--- src/hdl/rsenc_pkg.sv ---
`timescale 1ns / 1ps

package rsenc_pkg;

  // Largest supported parity length (degree of the generator polynomial).
  localparam int MAX_PARITY = 32;
  // Width of the configuration field as it appears on the port.
  localparam int CFG_W      = 6;
  // Width that holds any effective length from 1 up to MAX_PARITY.
  localparam int LEN_W      = $clog2(MAX_PARITY + 1);
  localparam int LEN_RESET  = 10;

  // Field polynomial x^8 + x^4 + x^3 + x^2 + 1: low byte and top bit.
  localparam logic [7:0] FIELD_LOW = 8'h1D;
  localparam logic [7:0] FIELD_TOP = 8'h80;
  localparam logic [7:0] ALPHA     = 8'h02;

  typedef struct packed {
    logic [7:0] data_byte;
    logic       last_byte;
  } in_word_t;

  typedef struct packed {
    logic [7:0] parity_byte;
    logic       parity_last;
  } out_word_t;

  // Generator coefficients, index 0 is the leading (monic) coefficient.
  typedef logic [MAX_PARITY:0][7:0] gen_vec_t;
  // Remainder and parity shift line, index 0 is the highest-order byte.
  typedef logic [MAX_PARITY-1:0][7:0] byte_vec_t;

  typedef struct packed {
    logic             busy;
    logic [LEN_W-1:0] len;
  } gen_status_t;

  // GF(256) multiply, MSB-first shift and add.
  function automatic logic [7:0] gf_mul(input logic [7:0] a, input logic [7:0] b);
    logic [7:0] acc;
    acc = '0;
    for (int i = 7; i >= 0; i--) begin
      if ((acc & FIELD_TOP) != 8'h00) begin
        acc = {acc[6:0], 1'b0} ^ FIELD_LOW;
      end else begin
        acc = {acc[6:0], 1'b0};
      end
      if (b[i]) begin
        acc = acc ^ a;
      end
    end
    return acc;
  endfunction

  // Multiply by alpha.
  function automatic logic [7:0] gf_xtime(input logic [7:0] a);
    logic [7:0] res;
    res = {a[6:0], 1'b0} ^ (((a & FIELD_TOP) != 8'h00) ? FIELD_LOW : 8'h00);
    return res;
  endfunction

endpackage

--- src/hdl/rsenc_gen.sv ---
`timescale 1ns / 1ps

// Builds the generator polynomial one root per cycle: each step multiplies
// the current polynomial by (x + alpha^i).
module rsenc_gen
  import rsenc_pkg::*;
(
  input  logic             clk,
  input  logic             rst_n,
  input  logic             cfg_we,
  input  logic [CFG_W-1:0] cfg_wdata,
  output gen_vec_t         gen_coef,
  output gen_status_t      status
);

  gen_vec_t         gen_r, gen_nxt;
  logic [7:0]       root_r, root_nxt;
  logic [LEN_W-1:0] step_r, step_nxt;
  logic [LEN_W-1:0] len_r, len_nxt;
  logic [LEN_W-1:0] len_clamped;
  gen_vec_t         gen_init;
  logic             busy;

  always_comb begin
    gen_init    = '0;
    gen_init[0] = 8'h01;
    gen_init[1] = 8'h01;
  end

  // Zero means one, anything above the maximum saturates.
  always_comb begin
    if (cfg_wdata == '0) begin
      len_clamped = LEN_W'(1);
    end else if (int'(cfg_wdata) > MAX_PARITY) begin
      len_clamped = LEN_W'(MAX_PARITY);
    end else begin
      len_clamped = LEN_W'(cfg_wdata);
    end
  end

  assign busy = (step_r < len_r);

  always_comb begin
    gen_nxt  = gen_r;
    root_nxt = root_r;
    step_nxt = step_r;
    len_nxt  = len_r;
    if (cfg_we) begin
      gen_nxt  = gen_init;
      root_nxt = ALPHA;
      step_nxt = LEN_W'(1);
      len_nxt  = len_clamped;
    end else if (busy) begin
      // Coefficients above the current degree are zero, so one uniform
      // update covers the whole vector.
      for (int k = 1; k <= MAX_PARITY; k++) begin
        gen_nxt[k] = gen_r[k] ^ gf_mul(gen_r[k-1], root_r);
      end
      root_nxt = gf_xtime(root_r);
      step_nxt = step_r + LEN_W'(1);
    end
  end

  always_ff @(posedge clk) begin
    if (!rst_n) begin
      gen_r  <= gen_init;
      root_r <= ALPHA;
      step_r <= LEN_W'(1);
      len_r  <= LEN_W'(LEN_RESET);
    end else begin
      gen_r  <= gen_nxt;
      root_r <= root_nxt;
      step_r <= step_nxt;
      len_r  <= len_nxt;
    end
  end

  assign gen_coef    = gen_r;
  assign status.busy = busy;
  assign status.len  = len_r;

endmodule

--- config.mk ---
export PLATFORM = sky130hd
export DESIGN_NAME = rsenc_gen
export DESIGN_NICKNAME = d
export VERILOG_FILES = /design/src/hdl/rsenc_pkg.sv /design/src/hdl/rsenc_gen.sv
export SDC_FILE = /design/constraint.sdc
export NUM_CORES = 2
export LEC_CHECK = 0
export BUFFER_PORTS_ARGS = -buffer_cell sky130_fd_sc_hd__clkbuf_2
export CAP_MARGIN = 20
export CELL_PAD_IN_SITES_DETAIL_PLACEMENT = 1
export CELL_PAD_IN_SITES_GLOBAL_PLACEMENT = 1
export CORE_ASPECT_RATIO = 0.7
export CORE_UTILIZATION = 35
export DETAILED_ROUTE_END_ITERATION = 8
export PLACE_DENSITY = 0.66
export RECOVER_POWER = 50
export SETUP_SLACK_MARGIN = 0.5
export SLEW_MARGIN = 20
export SYNTH_ARGS = -nofsm -noshare
export SYNTH_HDL_FRONTEND = slang
export SYNTH_SLANG_ARGS = --single-unit
--- constraint.sdc ---
create_clock -name clk -period 3.2 [get_ports clk]
set_input_delay 0.16 -clock clk [delete_from_list [all_inputs] [get_ports clk]]
set_output_delay 0.16 -clock clk [all_outputs]
set_load 0.1 [all_outputs]
==> results by group <==
Synth
  – Top-count cell post-synth: nand2_1
  – Ranking of synthesized cells by area: xnor2_1, nand2_1, xnor3_1
  – Share of Yosys cell area claimed by the top area cell type: 27.1%
  – Synth unique cells: 59
  – Post-synthesis sequential area ratio: 12.4%
  – Synth warn: 0
  – Top FF cell, synth: dfxtp_1
  – Yosys reg bits: 276
  – Post-synth top cells: nand2_1, xnor2_1, xor2_1, dfxtp_1, clkbuf_1
  – Post-Synthesis Cells: 5841
  – Post-synth EDFFs: 0
  – Dominant cell type by area after synthesis: xnor2_1
  – Asr flop ratio synth: 0%
  – Mean post-synth cell area: 7.62 sq um
  – Netlist Area Pre-Place: 0.0445 sq mm

STA
  – Final setup viols: 0
  – Fin crit period: 2.95 ns
  – Worst Tran Pin Value: 1.42 ns
  – Fin Setup TNS: 0 ns
  – Max Freq: 339 MHz
  – Worst setup margin: 0.249 ns
  – RSZ-0062 raised after global routing: yes
  – Crit share post-route: 92.2%
  – Final Hold Viols: 0
  – Relative slew slack: 5.99%
  – Max-slew violation count: 0
  – Clock skew: 0.0363 ns

Power
  – Leak pwr: 22.0 nW
  – Design internal power: 6.99 mW
  – Switching Share: 32.4%
  – VDD IR max: 0.000322 V
  – Power density cells: 172 mW/mm^2
  – Combinational Power Share: 17.7%
  – Flop pwr share: 32.7%
  – Power share of the clock group: 49.5%
  – Psw: 3.36 mW

Setup path
  – Worst path required time: 3.70 ns
  – Startpoint types: register
  – CP Capture Type: register
  – R2R Setup Slk: 0.25 ns
  – Worst Setup SP: root_r[6]
  – Critical-path maximum fanout: 8
  – Critical path type: reg2reg
  – Path depth of the worst reg2reg path: 12
  – R2r startpoint: root_r[6]
  – Worst EP arrival: 3.45 ns
  – Setup crit end: gen_coef[165]
  – RR Endpoint: gen_coef[165]

Clock network
  – Clock latency at the later pin of the worst-skew pair: 0.62 ns
  – CTS root buffer: clkbuf_16
  – Worst-path clk slew: 0.06 ns
  – # H-tree levels: 2
  – CTS sink cnt: 276
  – Longest Clk Path Bufs: 3
  – CTS tree: yes
  – TritonCTS buffer count: 41

Route
  – Post-route ant nets: 0
  – Via density: 5.40
  – Total number of vias: 43300
  – DR DRC count: 0
  – DRT Pass-1 Iters: 5
  – DRT iter0 DRCs: 3354
  – WL final: 198 mm
  – DR WL/cell: 24.7 microns

Finish
  – Synthesis-to-finish area growth: 35.4%
  – Fin nets: 6350
  – # diodes: 0
  – Final instance area: 0.0603 sq mm
  – Layout cells sized above 1: 29.7%

Die
  – Starting Density: 35.3%
  – Std-Cell Rows: 109
  – # IOs: 280
  – Die Span Y: 300 microns
  – Die Area: 0.129 sq mm
  – Die width: 428 microns
  – Core Area: 0.126 sq mm

Placement
  – IO buf count: 271
  – Final Wtd Congestion: 0.837
  – Area after DPL: 0.0481 sq mm
  – Dpl hpwl: 112 mm
  – Place WS: 0.160 ns

GRT
  – Vias in the first global route: 41400
  – Global-route wire length before repair: 267 mm
  – Total GRT Usage: 26.7%
  – Largest net degree at the start of global routing: 99
  – Antenna violations before repair: 1
  – Grt total ovfl: 0

Status
  – Status: complete, no violations

Hold path
  – Hold Path Class: in2reg
  – HP Start: cfg_we

Job
  – Max-cap viol count: 0
-- worst min-delay path by stage --
stage	endpoint	slack (ns)	cells after the start
after floorplan	len_r[1]	0.24	1
after global placement	len_r[3]	0.41	3
after detailed placement	len_r[3]	0.42	3
after CTS	len_r[0]	0.02	3
after global routing	len_r[2]	0.11	3
final	len_r[0]	0.07	3
-- timing repair --
| item | CTS | global route |
|---|---|---|
| resized for setup | 182 | 812 |
| cloned | 24 | 33 |
| setup endpoints to repair | 214 | 250 |
| pin swaps | 126 | 575 |
| hold buffers | 14 | 0 |
| buffers inserted | 157 | 330 |
| hold endpoints to repair | 6 | 0 |
-- logic make-up (layout without fill, tap and decap cells) --
group	after synthesis	count (layout)	share of synthesized area, %
AO/OA/AOI/OAI	520	521	7.91
AND/OR/NAND/NOR	2284	2284	20.2
adder cells (fa/ha/maj)	7	7	0.197
flip-flops	276	276	12.4
buffers and inverters	617	1135	7.17
multiplexers	49	49	1.10
other	2	8	0.0169
XOR/XNOR	2086	2086	50.9
-- power groups by stage --
stage	Clock (mW)	Sequential, mW	Combinational (mW)
final	5.12	3.39	1.84
after global routing	5.35	3.39	1.88
after CTS	5.24	3.38	1.47
after detailed placement	0	3.47	1.22
after global placement	0	3.47	1.21
after floorplan	0	3.52	0.689
-- state kept, by name, indices dropped and copies added (netlist names) --
| register | flops |
|---|---|
| root_r | 8 |
| len_r | 6 |
| step_r | 6 |
| gen_coef | 256 |
-- cell usage in the layout, fill, tap and decap left out, types with 11 or more instances in the layout --
master,instances
clkbuf_16,77
a21oi_2,28
xnor3_2,61
a22oi_2,12
a21oi_1,68
nand2_1,1806
a211oi_2,119
xor2_4,11
nor2_1,210
xnor2_4,40
xnor2_2,309
buf_12,89
dfxtp_4,166
a31o_2,16
dfxtp_1,26
xnor2_1,1104
buf_4,463
o21a_1,24
dlygate4sd3_1,14
mux2i_1,48
buf_8,41
o211ai_1,59
nand2_4,32
a211oi_1,20
nand3_1,15
nor2b_1,14
nand2b_1,42
buf_6,93
or4_1,13
xor2_1,285
xor2_2,70
clkbuf_1,270
a22oi_1,21
buf_16,41
or3_1,62
o21ai_1,11
nand2_2,61
xnor3_1,203
o21ai_0,96
dfxtp_2,84
-- through the flow --
| step | total power [mW] | hold slack [ns] | std cells | utilization, % |
|---|---|---|---|---|
| floorplan | 4.21 | 0.238 | 5847 | - |
| global placement | 4.68 | 0.409 | 7398 | 38.1 |
| detailed placement | 4.69 | 0.422 | 7398 | 38.1 |
| CTS | 10.1 | 0.0244 | 7668 | 41.9 |
| global route | 10.6 | 0.105 | 8031 | 47.8 |
| finish | 10.3 | 0.0651 | 8031 | 47.8 |
-- worst max-delay path: stages (launching register included) --
cell and delay (ns):
dfxtp_4 0.48, buf_12 0.19, buf_12 0.15, buf_4 0.11, nand2_2 0.08, xnor2_4 0.19
xnor3_1 0.45, xor2_2 0.16, buf_6 0.15, xnor2_4 0.24, xnor2_2 0.10, or3_4 0.40
a21oi_2 0.12
-- routing by layer --
| metal | share of wire [%] | up-vias | GRT usage [%] |
|---|---|---|---|
| met5 | 0 | - | 0 |
| met4 | 3.0 | 0 | 6.07 |
| met3 | 6.4 | 316 | 2.86 |
| met2 | 46 | 1475 | 42.6 |
| met1 | 45 | 22300 | 38.4 |
| li1 | - | 19300 | - |
-- cell type report --
| class | count | area, sq um |
|---|---|---|
| clock buffers | 61 | 1290 |
| clock inverters | 14 | 150 |
| flip-flops and latches | 276 | 6250 |
| well taps | 1665 | 2080 |
| repair buffers | 1048 | 10200 |
| inverters | 12 | 70.1 |
| fillers | 14500 | 65900 |
| multi-input cells | 4955 | 40200 |
No activity file was read; power rests on OpenSTA's default activity.
